[src/tcw_pkg.sv]
// shared types and constants for the text console cell writer
// no dependencies; imported by tcw_cursor, the top level and the checker
`default_nettype none

package tcw_pkg;

  // default geometry
  localparam int COLUMNS_DEF  = 80;
  localparam int ROWS_DEF     = 25;
  localparam int TAB_STOP_DEF = 8;

  // field widths
  localparam int OP_W   = 3;
  localparam int CHAR_W = 8;
  localparam int ATTR_W = 8;
  localparam int COL_W  = 7;
  localparam int ROW_W  = 5;
  localparam int CELL_W = ATTR_W + CHAR_W;

  localparam logic [ATTR_W-1:0] FILL_COLOR_RST = 8'd15;

  // operation codes
  localparam logic [OP_W-1:0] OP_PUT_CURSOR   = 3'd0;
  localparam logic [OP_W-1:0] OP_PUT_POS      = 3'd1;
  localparam logic [OP_W-1:0] OP_SET_CURSOR   = 3'd2;
  localparam logic [OP_W-1:0] OP_CLEAR_SCREEN = 3'd3;
  localparam logic [OP_W-1:0] OP_CLEAR_ROW    = 3'd4;
  localparam logic [OP_W-1:0] OP_READ_CELL    = 3'd5;

  // character codes
  localparam logic [CHAR_W-1:0] CHAR_SPACE = 8'h20;
  localparam logic [CHAR_W-1:0] CHAR_NL    = 8'h0A;
  localparam logic [CHAR_W-1:0] CHAR_CR    = 8'h0D;
  localparam logic [CHAR_W-1:0] CHAR_TAB   = 8'h09;
  localparam logic [CHAR_W-1:0] CHAR_BS    = 8'h08;

  typedef struct packed {
    logic [OP_W-1:0]   operation;
    logic [CHAR_W-1:0] char_code;
    logic [ATTR_W-1:0] attr;
    logic [COL_W-1:0]  pos_col;
    logic [ROW_W-1:0]  pos_row;
  } in_item_t;

  typedef struct packed {
    logic [CELL_W-1:0] cell_data;
    logic [COL_W-1:0]  cursor_col;
    logic [ROW_W-1:0]  cursor_row;
  } out_item_t;

  // outcome of one put at cursor
  typedef struct packed {
    logic              wr_en;
    logic [COL_W-1:0]  wr_col;
    logic [CHAR_W-1:0] wr_char;
    logic [COL_W-1:0]  new_col;
    logic [ROW_W-1:0]  new_row;
    logic              scroll;
  } cur_step_t;

  typedef enum logic [3:0] {
    ST_CLEAR,
    ST_IDLE,
    ST_DECODE,
    ST_READ,
    ST_COPY,
    ST_COPY_LAST,
    ST_FILL,
    ST_RESULT
  } state_t;

endpackage

`default_nettype wire

[src/tcw_cursor.sv]
// cursor advance for put at cursor: control codes, wrap and scroll decision
// depends on tcw_pkg
`default_nettype none

module tcw_cursor
  import tcw_pkg::*;
#(
  parameter int COLUMNS  = COLUMNS_DEF,
  parameter int ROWS     = ROWS_DEF,
  parameter int TAB_STOP = TAB_STOP_DEF
) (
  input  wire logic [COL_W-1:0]  cur_col,
  input  wire logic [ROW_W-1:0]  cur_row,
  input  wire logic [CHAR_W-1:0] char_code,
  output cur_step_t              step
);

  localparam int TAB_ENTRIES = 2 ** COL_W;

  // next tab stop for every column value
  logic [COL_W:0] tab_next [TAB_ENTRIES];

  for (genvar g = 0; g < TAB_ENTRIES; g++) begin : g_tab
    assign tab_next[g] = (COL_W + 1)'(g + TAB_STOP - (g % TAB_STOP));
  end

  always_comb begin
    logic [COL_W:0] col_w;
    logic [ROW_W:0] row_w;
    col_w        = {1'b0, cur_col};
    row_w        = {1'b0, cur_row};
    step.wr_en   = 1'b0;
    step.wr_col  = cur_col;
    step.wr_char = char_code;
    step.scroll  = 1'b0;
    case (char_code)
      CHAR_NL: begin
        col_w = '0;
        row_w = row_w + 1'b1;
      end
      CHAR_CR: begin
        col_w = '0;
      end
      CHAR_TAB: begin
        col_w = tab_next[cur_col];
      end
      CHAR_BS: begin
        if (cur_col != '0) begin
          col_w        = col_w - 1'b1;
          step.wr_en   = 1'b1;
          step.wr_col  = cur_col - 1'b1;
          step.wr_char = CHAR_SPACE;
        end
      end
      default: begin
        step.wr_en = 1'b1;
        col_w      = col_w + 1'b1;
      end
    endcase
    // wrap at the right edge
    if (col_w >= (COL_W + 1)'(COLUMNS)) begin
      col_w = '0;
      row_w = row_w + 1'b1;
    end
    // past the bottom: scroll and stay on the last row
    if (row_w >= (ROW_W + 1)'(ROWS)) begin
      step.scroll = 1'b1;
      row_w       = (ROW_W + 1)'(ROWS - 1);
    end
    step.new_col = col_w[COL_W-1:0];
    step.new_row = row_w[ROW_W-1:0];
  end

endmodule

`default_nettype wire

[config.mk]
export PLATFORM = sky130hd
export DESIGN_NAME = tcw_cursor
export DESIGN_NICKNAME = d
export VERILOG_FILES = /design/src/tcw_pkg.sv /design/src/tcw_cursor.sv
export SDC_FILE = /design/constraint.sdc
export NUM_CORES = 1
export LEC_CHECK = 0
export BUFFER_PORTS_ARGS = -buffer_cell sky130_fd_sc_hd__clkbuf_2
export CAP_MARGIN = 20
export CELL_PAD_IN_SITES_DETAIL_PLACEMENT = 0
export CELL_PAD_IN_SITES_GLOBAL_PLACEMENT = 1
export CORE_MARGIN = 5
export CORE_UTILIZATION = 35
export DETAILED_ROUTE_END_ITERATION = 12
export PLACE_DENSITY_LB_ADDON = 0.15
export SKIP_LAST_GASP = 1
export SYNTH_ARGS = -nofsm -noshare
export SYNTH_HDL_FRONTEND = slang
export SYNTH_SLANG_ARGS = --single-unit
[constraint.sdc]
create_clock -name vclk -period 5.2
set_input_delay 1.04 -clock vclk [all_inputs]
set_output_delay 1.04 -clock vclk [all_outputs]
set_load 0.05 [all_outputs]
After elaboration in Yosys (flattened, before gate mapping)
Memories as Yosys holds them, arrays and structs flattened.
Cells that the tools add are included.
{ "word_totals": {"regBits": 0, "mem_bits_ro": 1024, "wordCells": 29, "mem_count": 1} }
{ "classes": {"n_addsub": 5, "n_lt_le_gt_ge": 3, "eq_ne": 4, "mux": 12, "bitwise": 1, "n_reduce_logical": 3} }
{ "mem_list": {"columns": ["name", "words", "word_bits", "rd", "rd_ports_with_merged_regs", "write_ports", "line", "text"], "rows": [
  ["(no name shown)", 128, 8, 1, 0, 0, "tcw_cursor.sv:45", "col_w = tab_next[cur_col];"]
]} }
{ "ops": {"columns": ["operator", "count"], "rows": [
  ["equality test 8 x 4 -> 1 bit (second input constant)", 4],
  ["two-way mux 8 bit", 3],
  ["case mux 8 bit (3 select lines)", 1],
  ["two-way mux 16 bit", 1],
  ["two-way mux 15 bit", 1],
  ["two-way mux 6 bit", 2],
  ["adder 7 x 1 -> 8 bit (second input constant)", 1],
  [">= comparator 8 x 7 -> 1 bit (second input constant)", 1],
  [">= comparator 8 bit (second input constant)", 1],
  ["NOT 7 -> 8 bit", 1],
  ["subtractor 7 x 1 -> 8 bit (second input constant)", 1],
  ["two-way mux 7 bit", 1],
  ["nonzero test 7 bit", 1],
  ["subtractor 7 x 1 -> 7 bit (second input constant)", 1],
  ["adder 5 x 1 -> 6 bit (second input constant)", 1],
  ["adder 6 x 1 -> 6 bit (second input constant)", 1],
  [">= comparator 6 x 5 -> 1 bit (second input constant)", 1],
  ["two-way mux 5 bit", 1],
  ["OR reduction 3 bit", 1],
  ["case mux 1 bit (2 select lines)", 1],
  ["OR reduction 2 bit", 1],
  ["two-way mux 1 bit", 1]
]} }

Depth between registers and ports, before layout
{ "logic_depth": {"depth_word": 9, "depth_mapped": 12} }

Worst setup path before layout
No wires, ideal clock.
{ "synth_path": {"kind": "in2out", "from": "input port char_code[2]", "to": "output port step[2] in the netlist's numbering", "arrival_time_ns": 4.487, "required_time_ns": 4.160, "path_slack_ns": -0.327, "stages": 11, "path_buffers": 1, "path_cell_list": "nor4b_2 -> and2_1 -> clkbuf_8 -> mux2_2 -> ha_1 -> xor2_1 -> mux2i_1 -> a2bb2oi_1 -> a21oi_1 -> o211ai_2 -> nor3_1"} }
{ "synth_rtl": {"columns": ["item", "line", "text"], "rows": [
  ["start, declared", "tcw_cursor.sv:14", "input wire logic [CHAR_W-1:0] char_code,"],
  ["end, declared", "tcw_cursor.sv:15", "output cur_step_t step"]
]} }

==> impl_metrics.ini <==
[finish]
fill_cells = 382
clock_buffers = 0
regArea_um2 = 0
multi_input_area_mm2 = 0.00112
final_area_mm2 = 0.00148
nets = 252
seq_cells = 0
syn2layout_area_growth_pct = 18.6
fin_cells = 268
antennaDiodeCount = 0
layout-drive-gt1-share = 0.333

[sta]
relSlewSlack = 0.684
timing.final.max_slew_violations = 0
fin_crit_ns = 4.75
fin_tns_setup_ns = 0
tightest_slew_ns = 0.474
rsz0062_at_grt = no
hold_viol_final = 0
setup_viol = 0
clock.fmax_ghz = 0.211
fin_ws_ns = 0.451
finalCritPeriodShare = 0.913

[routing]
drt-total-wl_um = 3930
detail-route-antenna-nets = 0
vias = 1478
drtPass1Iterations = 4
drt_iter0_markers = 66
drc = 0
vias_per_cell = 5.51
wl_per_cell_um = 14.7

[critical_path]
worstPathArrival_ns = 3.71
critPathBufInv = 4
critPathCaptureType = output pin
crit_top_cell = clkbuf_2
cpPeakStageDelay_ns = 0.43
crit_path_max_fanout = 11
worstPathCellList = clkbuf_2 > inv_1 > ha_1 > nor3b_1 > buf_4 > nor2_1 > o311ai_0 > o211ai_1 > a21oi_2 > or2_1 > o2111a_1 > o21ai_1 > clkbuf_2
cp_slowest_cell = or2_1
cp-start-kind = input pin
worstSetupPathType = in2out
required_ns = 4.16
critPathTopFamily = compound AO/OA/AOI/OAI gates

[worst_hold_path]
whs_path_depth = 2
holdPathEnd = step[17]
hp-class = in2out
worstHoldStart = char_code[4]

[floorplan]
start_util = 0.367
core_area_mm2 = 0.00339
ioPinCount = 49
die_y_um = 69.6
row_count = 21
dieArea_mm2 = 0.00485
die_w_um = 69.6

[power]
internal-power_mw = 0.0436
switchingPower_mw = 0.116
powerDensity_mw_per_mm2 = 108
pwr-share-comb = 1.000
seq_power_share = 0
power_mw = 0.160
swShare = 0.727
clock_power_share = 0
ir_drop_mv = 0.0424
leakage_nw = 0.641

[placed_design]
place_area_mm2 = 0.00148
io_buffers = 49
post-dp-hpwl_um = 3280
dp.cells = 268
place.gp.congestion = 0.821
place_ws_ns = 0.440

[grt]
grt_pass1_wl_um = 6660
grt_pass1_vias = 1488
overflow = 0
grt_max_degree = 15
antenna_found_initial = 0
track_usage = 0.154

[synth]
syn_nets = 214
syn_inst = 186
synth_most_common_cell = nor2_1
yosysSeqAreaShare = 0
syn_area_per_cell_um2 = 6.69
yosysWarnings = 0
synth_area_mm2 = 0.00124
synthTopCellsByCount = nor2_1 (20), o21ai_0 (15), nand2_1 (14)
synth_area_leaders = ha_1 (8.0%), nor2_1 (6.0%), o21ai_0 (6.0%), xor2_1 (4.9%), nand3_1 (4.8%)
synth_top_area_frac = 0.0804
synth.distinct_cells = 58
yosysTopAreaCell = ha_1

[run_status]
outcome = complete, no violations

[cts]
cts_setup_buffers = 0
ctsHoldBuffers = 0
ctsResizeCount = 0

[run]
drv_cap = 0
[area by class of cell]
cell class,instances,area share
Timing Repair Buffer,53,0.186
Inverter,6,0.0153
Tap cell,46,0.0390
Multi-Input combinational cell,163,0.759
[metrics by stage]
stage,hold slack [ns],utilization
after floorplan,2.35,-
after global placement,2.42,0.436
after detailed placement,2.42,0.436
after CTS,2.42,0.436
after global routing,2.44,0.436
final,2.42,0.436
[routing by layer]
metal  vias to the layer above  part of all wire  track usage
li1                        761                 -            -
met1                       688              0.42        0.178
met2                        27              0.54        0.313
met3                         2             0.032       0.0145
met4                         0            0.0053      0.00851
met5                         -                 0            0
[power groups by stage]
stage / sequential, mW / clock (mW) / combinational (mW)
2_1_floorplan: 0 / 0 / 0.123
3_3_place_gp: 0 / 0 / 0.159
3_5_place_dp: 0 / 0 / 0.160
4_1_cts: 0 / 0 / 0.161
5_1_grt: 0 / 0 / 0.172
6_report: 0 / 0 / 0.160
[cells by family after synthesis]
group	after synthesis	share of synthesized area
XOR/XNOR	12	0.0844
AND/OR/NAND/NOR	91	0.413
multiplexers	5	0.0432
adder cells (fa/ha/maj)	8	0.0804
buffers and inverters	23	0.104
AO/OA/AOI/OAI	47	0.275
[worst max-delay path by stage]
stage          slack [ns]       to    startpoint  cells past startpoint
2_1_floorplan        0.09  step[2]  char_code[2]                     11
3_3_place_gp         0.47  step[2]    cur_col[2]                     10
3_5_place_dp         0.44  step[5]    cur_col[2]                     10
4_1_cts              0.45  step[5]    cur_col[2]                     10
5_1_grt              0.16  step[2]    cur_col[0]                     13
6_report             0.45  step[5]    cur_col[0]                     13
[placed cells by master (no fill, tap or decap), types with 3 or more instances in the layout]
master    count
nand4_1       5
o21ai_0      15
clkbuf_2     49
a21oi_1       8
nand2b_1      3
nor2_1       20
ha_1          8
xor2_1        7
buf_4         4
xnor2_1       5
and3_1        6
mux2_2        3
inv_1         6
nand2_1      14
nand3_1      12
nor3_1        6
Note: power is estimated with default switching activity, not from simulation.
